### src/hw/rtl/esd_pkg.sv
// Shared widths, register indexes, reset values and types of the extremum-seeking demodulator.
`default_nettype none

package esd_pkg;

  // Field widths.
  localparam int ERR_W  = 32;
  localparam int PWM_W  = 16;
  localparam int DT_W   = 16;
  localparam int DTH_W  = 16;
  localparam int ACC_W  = 48;

  // Dither pairs carried by the stream, and their single references.
  localparam int IO_PAIRS = 3;
  localparam int IO_LANES = 2 * IO_PAIRS;

  // Internal widths: cost in Q31.32, squared PWM change sum, dither times tick.
  localparam int COST_W = 63;
  localparam int SSUM_W = 33;
  localparam int MMAG_W = 31;
  localparam int TIME_W = 32;

  // Configuration port.
  localparam int CFG_W     = 32;
  localparam int CFG_IDX_W = 2;
  localparam int COEF_W    = 17;

  localparam logic [CFG_IDX_W-1:0] REG_COST_WEIGHT = 2'd0;
  localparam logic [CFG_IDX_W-1:0] REG_FILTER_COEF = 2'd1;
  localparam logic [CFG_IDX_W-1:0] REG_TIME_LIMIT  = 2'd2;

  localparam logic [COEF_W-1:0] COEF_ONE         = 17'd65536;
  localparam logic [COEF_W-1:0] COEF_RESET       = 17'd6554;
  localparam logic [TIME_W-1:0] TIME_LIMIT_RESET = 32'd1310720;

  // Stream payload layout.
  localparam int S_TDATA_W = 176;
  localparam int M_TDATA_W = 296;
  localparam int LP_LSB    = ERR_W;
  localparam int RP_LSB    = LP_LSB + PWM_W;
  localparam int DT_LSB    = RP_LSB + PWM_W;
  localparam int DTH_LSB   = DT_LSB + DT_W;
  localparam int FLAG_POS  = IO_LANES * ACC_W;

  // Serial multiplier operand widths.
  localparam int MUL_A_W = COST_W;
  localparam int MUL_B_W = 32;

  localparam int GAIN_COUNT_DEFAULT = 3;

  typedef struct packed {
    logic busy;
    logic done;
  } mul_status_t;

endpackage

`default_nettype wire

### src/hw/rtl/esd_serial_mul.sv
// Bit-serial shift-and-add multiplier that retires one multiplier bit per cycle.
`default_nettype none

module esd_serial_mul
  import esd_pkg::*;
#(
  parameter int A_W = MUL_A_W,
  parameter int B_W = MUL_B_W
) (
  input  wire logic               clk,
  input  wire logic               rst,
  input  wire logic               start,
  input  wire logic [A_W-1:0]     a_in,
  input  wire logic [B_W-1:0]     b_in,
  output mul_status_t             status,
  output logic      [A_W+B_W-1:0] product
);

  localparam int P_W = A_W + B_W;

  logic           busy;
  logic [P_W-1:0] a_sh;
  logic [P_W-1:0] acc;
  logic [B_W-1:0] b_sh;

  // The run ends as soon as no set multiplier bit is left.
  always_ff @(posedge clk) begin
    if (rst) begin
      busy <= 1'b0;
    end else if (start) begin
      busy <= 1'b1;
    end else if (busy && b_sh == '0) begin
      busy <= 1'b0;
    end
  end

  always_ff @(posedge clk) begin
    if (start) begin
      a_sh <= P_W'(a_in);
      b_sh <= b_in;
      acc  <= '0;
    end else if (busy && b_sh != '0) begin
      if (b_sh[0]) begin
        acc <= acc + a_sh;
      end
      a_sh <= a_sh << 1;
      b_sh <= b_sh >> 1;
    end
  end

  assign status.busy = busy;
  assign status.done = busy && (b_sh == '0);
  assign product     = acc;

endmodule

`default_nettype wire

### src/hw/rtl/extremum_seeking_demodulator_unit.sv
// Top level of the extremum-seeking demodulator: cost, filter and I/Q accumulation sequencer.
// Each request carries one control tick. A sample request forms the cost (squared tracking
// error plus the weighted squared PWM changes), runs it through the first-order low-pass,
// and adds the high-passed cost times each dither reference and the tick length into the
// saturating Q24.24 I/Q accumulators; a clear request (tuser set) zeroes all state. Every
// request yields exactly one result with the accumulators and the stage time-out flag. All
// products go through one shared bit-serial multiplier, and each multiply stops at the highest
// set bit of its second operand; a clear request, or a sample request that arrives after the
// stage has timed out, skips the multiplies and goes straight to the done step. A result still
// waiting in the output register holds the sequencer in its last step. A new request is taken
// only once the previous one has been worked through, while its result may still sit in the
// output register.
`default_nettype none

module extremum_seeking_demodulator_unit
  import esd_pkg::*;
#(
  parameter int GAIN_COUNT = GAIN_COUNT_DEFAULT
) (
  input  wire logic                 clk,
  input  wire logic                 rst,
  // Input stream.
  input  wire logic                 s_tvalid,
  output logic                      s_tready,
  // tdata from bit 0: tracking_error, left_pwm, right_pwm, tick_length, dither_sin_a,
  // dither_cos_a, dither_sin_b, dither_cos_b, dither_sin_c, dither_cos_c.
  input  wire logic [S_TDATA_W-1:0] s_tdata,
  // tuser: mode.
  input  wire logic [0:0]           s_tuser,
  // Result stream.
  output logic                      m_tvalid,
  input  wire logic                 m_tready,
  // tdata from bit 0: in_phase_a, quadrature_a, in_phase_b, quadrature_b, in_phase_c,
  // quadrature_c, stage_timed_out, zero fill.
  output logic [M_TDATA_W-1:0]      m_tdata,
  // Configuration writes.
  input  wire logic                 cfg_wr_en,
  input  wire logic [CFG_IDX_W-1:0] cfg_index,
  input  wire logic [CFG_W-1:0]     cfg_data
);

  localparam int ACC_N       = 2 * GAIN_COUNT;
  localparam int IDX_W       = $clog2(ACC_N);
  localparam int MUL_P_W     = MUL_A_W + MUL_B_W;
  localparam int FILT_SHIFT  = 16;
  localparam int LAM_SHIFT   = 16;
  localparam int LAM_LIMIT_W = COST_W - LAM_SHIFT;
  localparam int LAM_PROD_W  = SSUM_W + CFG_W;
  localparam int INC_SHIFT   = 38;
  localparam int INC_W       = 49;
  localparam int INC_PROD_W  = COST_W + MMAG_W;
  localparam int SUM_W       = INC_W + 2;

  typedef enum logic [3:0] {
    S_IDLE,
    S_ERR,
    S_DL,
    S_DR,
    S_LAM,
    S_FA,
    S_FB,
    S_HP,
    S_DT,
    S_MAG,
    S_TIME,
    S_DONE
  } state_t;

  state_t state;

  // Configuration registers.
  logic [CFG_W-1:0]  cost_weight;
  logic [COEF_W-1:0] filter_coef;
  logic [TIME_W-1:0] time_limit;

  // Block state.
  logic [COST_W-1:0]        filt;
  logic signed [ACC_W-1:0]  acc [ACC_N];
  logic [TIME_W-1:0]        elapsed;
  logic [PWM_W-1:0]         last_lp;
  logic [PWM_W-1:0]         last_rp;

  // Latched request.
  logic [ERR_W-1:0] in_err;
  logic [PWM_W-1:0] in_lp;
  logic [PWM_W-1:0] in_rp;
  logic [DT_W-1:0]  in_dt;
  logic [DTH_W-1:0] dth [IO_LANES];

  // Working registers.
  logic [COST_W-1:0] cost;
  logic [SSUM_W-1:0] ssum;
  logic [COST_W-1:0] fa_part;
  logic [COST_W-1:0] mag;
  logic              neg_hp;
  logic [MMAG_W-1:0] mmag;
  logic              neg_inc;
  logic [IDX_W-1:0]  idx;
  logic              launched;

  // Multiplier hookup.
  logic               is_mul;
  logic               mul_start;
  logic [MUL_A_W-1:0] mul_a;
  logic [MUL_B_W-1:0] mul_b;
  mul_status_t        mul_st;
  logic [MUL_P_W-1:0] mul_p;

  esd_serial_mul #(
    .A_W (MUL_A_W),
    .B_W (MUL_B_W)
  ) u_mul (
    .clk     (clk),
    .rst     (rst),
    .start   (mul_start),
    .a_in    (mul_a),
    .b_in    (mul_b),
    .status  (mul_st),
    .product (mul_p)
  );

  // Operand preparation.
  logic [ERR_W-1:0]        err_abs;
  logic [PWM_W:0]          dl;
  logic [PWM_W:0]          dr;
  logic [PWM_W-1:0]        dl_abs;
  logic [PWM_W-1:0]        dr_abs;
  logic [COEF_W-1:0]       coef_eff;
  logic [COEF_W-1:0]       coef_rem;
  logic [DTH_W-1:0]        dth_sel;
  logic [DTH_W-1:0]        dth_abs;
  logic                    timed_out;

  assign err_abs  = in_err[ERR_W-1] ? (~in_err + 1'b1) : in_err;
  assign dl       = {in_lp[PWM_W-1], in_lp} - {last_lp[PWM_W-1], last_lp};
  assign dr       = {in_rp[PWM_W-1], in_rp} - {last_rp[PWM_W-1], last_rp};
  assign dl_abs   = dl[PWM_W] ? PWM_W'(-dl) : dl[PWM_W-1:0];
  assign dr_abs   = dr[PWM_W] ? PWM_W'(-dr) : dr[PWM_W-1:0];
  assign coef_eff = (filter_coef > COEF_ONE) ? COEF_ONE : filter_coef;
  assign coef_rem = COEF_ONE - coef_eff;
  assign dth_abs  = dth_sel[DTH_W-1] ? (~dth_sel + 1'b1) : dth_sel;
  assign timed_out = elapsed > time_limit;

  // Lanes beyond the stream's dither pairs see zero dither.
  always_comb begin
    dth_sel = '0;
    for (int i = 0; i < IO_LANES; i++) begin
      if (int'(idx) == i) begin
        dth_sel = dth[i];
      end
    end
  end

  always_comb begin
    unique case (state) inside
      S_ERR, S_DL, S_DR, S_LAM, S_FA, S_FB, S_DT, S_MAG: is_mul = 1'b1;
      default: is_mul = 1'b0;
    endcase
  end

  assign mul_start = is_mul && !launched;

  always_comb begin
    mul_a = '0;
    mul_b = '0;
    unique case (state)
      S_ERR: begin
        mul_a = MUL_A_W'(err_abs);
        mul_b = MUL_B_W'(err_abs);
      end
      S_DL: begin
        mul_a = MUL_A_W'(dl_abs);
        mul_b = MUL_B_W'(dl_abs);
      end
      S_DR: begin
        mul_a = MUL_A_W'(dr_abs);
        mul_b = MUL_B_W'(dr_abs);
      end
      S_LAM: begin
        mul_a = MUL_A_W'(ssum);
        mul_b = MUL_B_W'(cost_weight);
      end
      S_FA: begin
        mul_a = cost;
        mul_b = MUL_B_W'(coef_eff);
      end
      S_FB: begin
        mul_a = filt;
        mul_b = MUL_B_W'(coef_rem);
      end
      S_DT: begin
        mul_a = MUL_A_W'(in_dt);
        mul_b = MUL_B_W'(dth_abs);
      end
      S_MAG: begin
        mul_a = mag;
        mul_b = MUL_B_W'(mmag);
      end
      default: begin
      end
    endcase
  end

  // Weighted PWM term: a product of 2^47 or more already pins the cost at its cap.
  logic [LAM_PROD_W-1:0] lam_prod;
  logic [COST_W-1:0]     lam_term;
  logic [COST_W:0]       cost_sum;
  logic [COST_W-1:0]     cost_sat;

  assign lam_prod = mul_p[LAM_PROD_W-1:0];
  assign lam_term = (|lam_prod[LAM_PROD_W-1:LAM_LIMIT_W]) ? '1
                  : {lam_prod[LAM_LIMIT_W-1:0], {LAM_SHIFT{1'b0}}};
  assign cost_sum = {1'b0, cost} + {1'b0, lam_term};
  assign cost_sat = cost_sum[COST_W] ? '1 : cost_sum[COST_W-1:0];

  // Filter update: the sum of both scaled parts stays at or below the larger of cost and old filter.
  logic [COST_W:0] filt_sum;
  assign filt_sum = {1'b0, fa_part} + {1'b0, mul_p[FILT_SHIFT +: COST_W]};

  // Accumulator update. Any increment of 2^48 or more saturates, so a 49-bit cap is exact.
  logic [INC_W-1:0]        inc;
  logic signed [ACC_W-1:0] acc_cur;
  logic [SUM_W-1:0]        inc_ext;
  logic [SUM_W-1:0]        acc_sum;
  logic [ACC_W-1:0]        acc_sat;

  assign inc     = (|mul_p[INC_PROD_W-1:INC_SHIFT+INC_W]) ? '1 : mul_p[INC_SHIFT +: INC_W];
  assign acc_cur = acc[idx];
  assign inc_ext = neg_inc ? (~{2'b00, inc} + 1'b1) : {2'b00, inc};
  assign acc_sum = {{(SUM_W-ACC_W){acc_cur[ACC_W-1]}}, acc_cur} + inc_ext;

  always_comb begin
    if (!acc_sum[SUM_W-1] && (acc_sum[SUM_W-2:ACC_W-1] != '0)) begin
      acc_sat = {1'b0, {(ACC_W-1){1'b1}}};
    end else if (acc_sum[SUM_W-1] && (acc_sum[SUM_W-2:ACC_W-1] != '1)) begin
      acc_sat = {1'b1, {(ACC_W-1){1'b0}}};
    end else begin
      acc_sat = acc_sum[ACC_W-1:0];
    end
  end

  logic [TIME_W:0] time_sum;
  assign time_sum = {1'b0, elapsed} + (TIME_W+1)'(in_dt);

  // Result assembly; gains past GAIN_COUNT report zero.
  logic [ACC_W-1:0]     lane_out [IO_LANES];
  logic [M_TDATA_W-1:0] res_data;

  for (genvar gi = 0; gi < IO_LANES; gi++) begin : g_lane
    if (gi < ACC_N) begin : g_used
      assign lane_out[gi] = acc[gi];
    end else begin : g_unused
      assign lane_out[gi] = '0;
    end
  end

  always_comb begin
    res_data = '0;
    for (int i = 0; i < IO_LANES; i++) begin
      res_data[i*ACC_W +: ACC_W] = lane_out[i];
    end
    res_data[FLAG_POS] = timed_out;
  end

  assign s_tready = (state == S_IDLE);

  always_ff @(posedge clk) begin
    if (rst) begin
      state       <= S_IDLE;
      launched    <= 1'b0;
      m_tvalid    <= 1'b0;
      cost_weight <= '0;
      filter_coef <= COEF_RESET;
      time_limit  <= TIME_LIMIT_RESET;
      filt        <= '0;
      elapsed     <= '0;
      last_lp     <= '0;
      last_rp     <= '0;
      for (int i = 0; i < ACC_N; i++) begin
        acc[i] <= '0;
      end
    end else begin
      if (cfg_wr_en) begin
        unique case (cfg_index)
          REG_COST_WEIGHT: cost_weight <= cfg_data;
          REG_FILTER_COEF: filter_coef <= cfg_data[COEF_W-1:0];
          REG_TIME_LIMIT:  time_limit  <= cfg_data[TIME_W-1:0];
          default: begin
          end
        endcase
      end

      // The done step reloads the output register itself.
      if (m_tvalid && m_tready && state != S_DONE) begin
        m_tvalid <= 1'b0;
      end

      if (mul_start) begin
        launched <= 1'b1;
      end

      unique case (state)
        S_IDLE: begin
          if (s_tvalid) begin
            in_err <= s_tdata[ERR_W-1:0];
            in_lp  <= s_tdata[LP_LSB +: PWM_W];
            in_rp  <= s_tdata[RP_LSB +: PWM_W];
            in_dt  <= s_tdata[DT_LSB +: DT_W];
            for (int i = 0; i < IO_LANES; i++) begin
              dth[i] <= s_tdata[DTH_LSB + i*DTH_W +: DTH_W];
            end
            if (s_tuser[0]) begin
              filt    <= '0;
              elapsed <= '0;
              last_lp <= '0;
              last_rp <= '0;
              for (int i = 0; i < ACC_N; i++) begin
                acc[i] <= '0;
              end
              state <= S_DONE;
            end else if (timed_out) begin
              // A timed-out stage holds its state and only reports it.
              state <= S_DONE;
            end else begin
              state <= S_ERR;
            end
          end
        end
        S_ERR: begin
          if (mul_st.done) begin
            launched <= 1'b0;
            cost     <= mul_p[COST_W-1:0];
            state    <= S_DL;
          end
        end
        S_DL: begin
          if (mul_st.done) begin
            launched <= 1'b0;
            ssum     <= SSUM_W'(mul_p[2*PWM_W-1:0]);
            state    <= S_DR;
          end
        end
        S_DR: begin
          if (mul_st.done) begin
            launched <= 1'b0;
            ssum     <= ssum + SSUM_W'(mul_p[2*PWM_W-1:0]);
            state    <= S_LAM;
          end
        end
        S_LAM: begin
          if (mul_st.done) begin
            launched <= 1'b0;
            cost     <= cost_sat;
            state    <= S_FA;
          end
        end
        S_FA: begin
          if (mul_st.done) begin
            launched <= 1'b0;
            fa_part  <= mul_p[FILT_SHIFT +: COST_W];
            state    <= S_FB;
          end
        end
        S_FB: begin
          if (mul_st.done) begin
            launched <= 1'b0;
            filt     <= filt_sum[COST_W-1:0];
            state    <= S_HP;
          end
        end
        S_HP: begin
          neg_hp <= cost < filt;
          mag    <= (cost < filt) ? (filt - cost) : (cost - filt);
          idx    <= '0;
          state  <= S_DT;
        end
        S_DT: begin
          if (mul_st.done) begin
            launched <= 1'b0;
            mmag     <= mul_p[MMAG_W-1:0];
            neg_inc  <= dth_sel[DTH_W-1] ^ neg_hp;
            state    <= S_MAG;
          end
        end
        S_MAG: begin
          if (mul_st.done) begin
            launched <= 1'b0;
            acc[idx] <= acc_sat;
            if ({1'b0, idx} == (IDX_W+1)'(ACC_N - 1)) begin
              state <= S_TIME;
            end else begin
              idx   <= idx + 1'b1;
              state <= S_DT;
            end
          end
        end
        S_TIME: begin
          elapsed <= time_sum[TIME_W] ? '1 : time_sum[TIME_W-1:0];
          last_lp <= in_lp;
          last_rp <= in_rp;
          state   <= S_DONE;
        end
        S_DONE: begin
          if (!m_tvalid || m_tready) begin
            m_tvalid <= 1'b1;
            m_tdata  <= res_data;
            state    <= S_IDLE;
          end
        end
        default: begin
          state <= S_IDLE;
        end
      endcase
    end
  end

  // The shared multiplier is never restarted in the middle of a product.
  a_mul_start_free: assert property (@(posedge clk) disable iff (rst)
    mul_start |-> !mul_st.busy)
    else $error("multiplier started while busy");

  // No multiply is left running once the sequencer is back to taking requests.
  a_idle_mul_quiet: assert property (@(posedge clk) disable iff (rst)
    state == S_IDLE |-> !mul_st.busy)
    else $error("multiplier busy while idle");

  // A result only appears at the end of a request's sequence.
  a_result_from_done: assert property (@(posedge clk) disable iff (rst)
    $rose(m_tvalid) |-> $past(state) == S_DONE)
    else $error("result raised outside the done state");

  // The lane counter stays within the accumulators in use.
  a_lane_in_range: assert property (@(posedge clk) disable iff (rst)
    (state == S_DT || state == S_MAG) |-> ({1'b0, idx} < (IDX_W+1)'(ACC_N)))
    else $error("lane index out of range");

endmodule

`default_nettype wire

### config.mk
export PLATFORM = sky130hd
export DESIGN_NAME = extremum_seeking_demodulator_unit
export DESIGN_NICKNAME = d
export VERILOG_FILES = /design/src/hw/rtl/esd_pkg.sv /design/src/hw/rtl/esd_serial_mul.sv /design/src/hw/rtl/extremum_seeking_demodulator_unit.sv
export SDC_FILE = /design/constraint.sdc
export NUM_CORES = 2
export LEC_CHECK = 0
export BUFFER_PORTS_ARGS = -buffer_cell sky130_fd_sc_hd__clkbuf_2
export CAP_MARGIN = 20
export CORE_UTILIZATION = 51
export DETAILED_ROUTE_END_ITERATION = 7
export PLACE_DENSITY = 0.69
export SLEW_MARGIN = 30
export SYNTH_ARGS = -nofsm -noshare
export SYNTH_HDL_FRONTEND = slang
export SYNTH_SLANG_ARGS = --single-unit
### constraint.sdc
create_clock -name clk -period 42 [get_ports clk]
set_clock_uncertainty 0.2 [all_clocks]
set_input_delay 8.4 -clock clk [delete_from_list [all_inputs] [get_ports clk]]
set_output_delay 8.4 -clock clk [all_outputs]
set_load 0.05 [all_outputs]
== Word level (Yosys, flattened, before mapping) ==
Memory sizes are Yosys's and may differ from the RTL's. A register that Yosys moved wholly into a read port is not among the register bits.
Index checks and enable logic that the tools add are counted.

* Flip-flop bits (word level): 1064
* Bits in writable memories: 384
* Bits of input ports: 216
* Output and inout port bits: 298
* Logic and storage cells: 230
* Memories: 2

{| class="wikitable"
|+ Memory list
! name !! words !! width !! rd ports !! clocked after memory_dff !! wr ports !! line !! text
|-
| acc || 6 || 48 || 7 || 7 || 6 || extremum_seeking_demodulator_unit.sv:78 || <nowiki>logic signed [ACC_W-1:0] acc [ACC_N];</nowiki>
|-
| dth || 6 || 16 || 6 || 0 || 6 || extremum_seeking_demodulator_unit.sv:88 || <nowiki>logic [DTH_W-1:0] dth [IO_LANES];</nowiki>
|}

* Add/subtract/negate cells: 17
* $lt $le $gt $ge: 3
* Eq/ne operators: 33
* Multiplexer cells: 93
* Bitwise gates (word level): 11
* Reduce and logical (&&, ||, !) cells: 43

{| class="wikitable"
|+ Operators by type and width
! cell !! number
|-
| $mux W63 || 10
|-
| $pmux W63 S8 || 1
|-
| $mux W48 || 9
|-
| $pmux W32 S8 || 1
|-
| $pmux W63 S2 || 2
|-
| $mux W32 || 6
|-
| $mux W16 || 11
|-
| $sub A63 B63 Y63 || 2
|-
| $add A95 B95 Y95 || 1
|-
| $mux W33 || 2
|-
| $pmux W33 S2 || 1
|-
| $add A63 B63 Y64 || 1
|-
| $pmux W16 S2 || 2
|-
| $pmux W32 S2 || 1
|-
| $add A63 B63 Y63 || 1
|-
| $lt A63 B63 Y1 || 1
|-
| $add A51 B1 Y51 const B || 1
|-
| $add A51 B51 Y51 || 1
|-
| $mux W51 || 1
|-
| $not A49 Y51 || 1
|-
| $mux W49 || 1
|-
| $mux W4 || 12
|-
| $pmux W4 S12 || 1
|-
| $reduce_or A48 Y1 || 1
|-
| 49 further kinds || 129
|}

== Depth between registers and ports, before layout ==
* Word-level depth: 12
* Depth in mapped cells: 32
* Depth with buffers taken out: 25

== Cells and area by module ==
From an unflattened synthesis, not the netlist that was laid out.

* Cell total of the unflattened synthesis: 8837
* Area total of the unflattened synthesis: 89444.5 um2

{| class="wikitable"
|+ By module, submodules not included
! module !! instances !! cells each !! area an instance (um2) !! sequential area each (um2)
|-
| extremum_seeking_demodulator_unit || 1 || 7123 || 74930.6 || 37586.0
|-
| esd_serial_mul || 1 || 1714 || 14513.9 || 5415.2
|}

== Worst setup path before layout ==
Ideal clock, no wire load.

* Kind: input port to flip-flop
* From: in rst
* To: reg m_tdata[0], read port of acc (enable)
* Library setup time: 1352 ps
* Arrival: 29680 ps
* Data required time: 40448 ps
* Slack: 10768 ps
* Stages: 3
* Path buffers: 2
* Path through: clkbuf_1 > clkbuf_1 > nor3b_1

* Word-level cells in the longest chain between the ends: 2

{| class="wikitable"
|+ Ends and longest elaborated chain
! what !! line !! text
|-
| from (decl) || extremum_seeking_demodulator_unit.sv:21 || <nowiki>input wire logic rst,</nowiki>
|-
| $not A1 Y1 (no line) || -- ||
|-
| $reduce_and A3 Y1 (no line) || -- ||
|-
| to (decl) || extremum_seeking_demodulator_unit.sv:35 || <nowiki>output logic [M_TDATA_W-1:0] m_tdata,</nowiki>
|}

No other way between the ends.
A chain may end at the register's enable or synchronous reset.

== Final worst setup path ==
* From: in rst
* To: reg m_tdata[224], read port of acc (enable)

Same word-level chain as after synthesis.

==> reports/metrics.cfg <==
[synthesis]
synth_top_family_by_area=compound AO/OA/AOI/OAI gates
syn_area_per_cell_um2=10.0
netlist_area_um2=89700
synthCells=8974
synth_adder_area_share=0.0745
synth.yosys.seq_area_share=0.479
synth-async-reset-ratio=0
synth_compound_area_frac=0.197
synth_seq_cells=1545
yosys_warnings=0
muxShareOfSynthArea=0.0378
synthSimpleGateAreaFrac=0.131
synth_cell_types=87
synth-xor-area-share=0.0441
synth_flop_cell=edfxtp_1
synth_edf_count=1202

[layout]
fin_area_um2=100000
nFillCells=14901
final_cells=11746
area_growth_pct=11.4
drive_above_1_share=0.118
seq_area_um2=43000
num-nets-final=10016
multi_input_area_um2=43800

[status]
status=completed

[power]
cellPowerDensity_nw_per_um2=66.7
peakVddDrop_mv=0.0547
power.total_mw=6.67
comb_power_share=0.444
p_sw_mw=2.85
clock_power_share=0.223
p_sw_frac=0.428
p_int_mw=3.81
p_leak_nw=38.6
seq_power_share=0.333

[critical_path]
r2r-end=acc[3][2]
slowest_delay_ps=820
cp_num_buf_inv=5
cp_common_cell=buf_4
reg2reg_depth=24
cp-startpoint=rst
rr_startpoint=u_mul.product[90]
cpMaxStageDelayCell=buf_4
cp-end-kind=register
crit_chain=buf_6 > nor3b_2 > buf_6 > buf_4 > buf_4 > buf_4
crit_arrival_ps=12390
critPathTopFamily=buffers and inverters
start_kind=input port
cp_max_fo=90
cp_num_cells=6
r2r_slack_ps=32640
worstSetupEndpoint=m_tdata[224]
critical_path_class=input port to register
required_ps=42250

[timing]
min_period_ps=12140
slew_violations=0
setup_ws_ps=29860
finalHoldViolations=0
tightest_slew_ps=1070
setup_viol_count_final=0
relSlewSlack=0.280
timing.fmax_mhz=82.4
rsz0062_at_grt=false
finalCritPeriodShare=0.289
finalSetupTns_ps=0

[drt]
drtAntennaViolNets=0
avgRoutedWirePerCell_um=26.0
firstDrtPassIters=7
totalWireLength_um=306000
drc_errors=0
vias=74633
vias_per_cell=6.35
drt-initial-drc-count=8667

[die]
core-area_um2=174000
die_x_um=421
rows=153
dieHeight_um=421
initial_core_util=0.515
pin_count=514
die_area_um2=178000

[clock_network]
clkTransAtPathRegs_ps=60
insertion_delay_ps=840
cts_resized=0
cts_max_level=4
cts_root_buffer=clkbuf_16
cts_sinks=1545
hold_buffers=0
cts_tree=done
cts_inserted_buffers=161
post-cts-setup-buffers=0
clock_path_buffers=3

[placement]
io_buffers=506
place_area_um2=94400
dp.cells=11433
dpl.hpwl_um=230000
pre_cts_ws_ps=28820
place_congestion=0.993

[grt]
grt_usage=0.334
grt_pass1_vias=69943
grt-ovfl-total=0
grt_max_degree=97
grt_pass1_wl_um=449000
grt_antenna_before_repair=17

[hold_path]
hold_path_class=register to register

[flow_run]
maxCapViolations=0

[Yosys cell counts, drive strengths merged (183+ instances only)]
cell type / instances / share of area
edfxtp: 1202 / 0.40
nor2: 892 / 0.037
a21oi: 875 / 0.049
nand2: 864 / 0.036
o21ai: 539 / 0.030
ha: 518 / 0.072
clkbuf: 418 / 0.017
inv: 357 / 0.015
dfxtp: 343 / 0.077
xnor2: 268 / 0.026
a21o: 265 / 0.022
xor2: 183 / 0.018
[state kept, by name, indices dropped and copies added, names as in the netlist, 63 cells and up, named ones only]
register       cells
acc              384
m_tdata          289
dth               96
u_mul.a_sh        94
u_mul.product     94
cost              63
fa_part           63
filt              63
mag               63
[metal layers]
metal  global-route usage  vias to the layer above  part of all wire
met3               0.0526                      722             0.081
met4                0.165                        6             0.054
met2                0.540                     3809              0.47
li1                     -                    34025                 -
met5                    0                        -           0.00012
met1                0.436                    36071              0.40
[power by group through the flow]
stage          logic, mW  registers, mW  clock network [mW]
4_1_cts             2.89           2.22                1.50
6_report            2.96           2.22                1.49
2_1_floorplan       2.04           2.13                   0
3_3_place_gp        2.83           2.24                   0
5_1_grt             3.19           2.23                1.56
3_5_place_dp        2.87           2.25                   0
[area by class of cell]
cell class	instances	share of cell area
inverters	359	0.0135
repair buffers	619	0.0342
clock inverters	91	0.0118
well taps	2325	0.0291
diodes	14	0.000351
clock buffers	207	0.0429
multi-input cells	6586	0.438
flip-flops and latches	1545	0.430
[layout by cell type, fill, tap and decap left out, drive strengths merged, types with 57 or more instances in the layout]
| master | instances |
|---|---|
| o21ai | 539 |
| o211ai | 60 |
| clkinv | 62 |
| clkbuf | 712 |
| a21o | 265 |
| nor3 | 153 |
| nand3 | 111 |
| ha | 518 |
| nand2b | 97 |
| xor2 | 183 |
| mux2i | 62 |
| nand2 | 864 |
| o22a | 65 |
| a21oi | 875 |
| buf | 113 |
| a22oi | 167 |
| a211oi | 65 |
| nand4 | 135 |
| nor2 | 892 |
| dfxtp | 343 |
| nor2b | 59 |
| o31ai | 57 |
| inv | 364 |
| xnor2 | 268 |
| o21bai | 114 |
| a31oi | 125 |
| edfxtp | 1202 |
| mux4 | 96 |
| o21a | 81 |
[how the worst min path moves through the flow]
stage	cells past startpoint	startpoint	to
after floorplan	0	acc[2][4]	m_tdata[100]
after global placement	0	acc[0][39]	m_tdata[39]
after detailed placement	0	acc[3][39]	m_tdata[183]
after CTS	0	acc[5][14]	m_tdata[254]
after global routing	0	acc[2][7]	m_tdata[103]
final	0	acc[5][14]	m_tdata[254]
[per-stage QoR]
stage / util / hold slack (ps)
floorplan: - / 221
global placement: 0.541 / 227
detailed placement: 0.541 / 232
CTS: 0.573 / 232
global route: 0.573 / 247
finish: 0.573 / 233
[logic make-up after synthesis]
group | after synthesis
other | 1
AOI/OAI and AO/OA | 2777
adders and majority gates | 528
DFF | 1545
and+or+nand+nor | 2611
xor gates and xnor gates | 451
muxes | 212
buffers and inverters | 849
(Power assumes the default switching activity.)
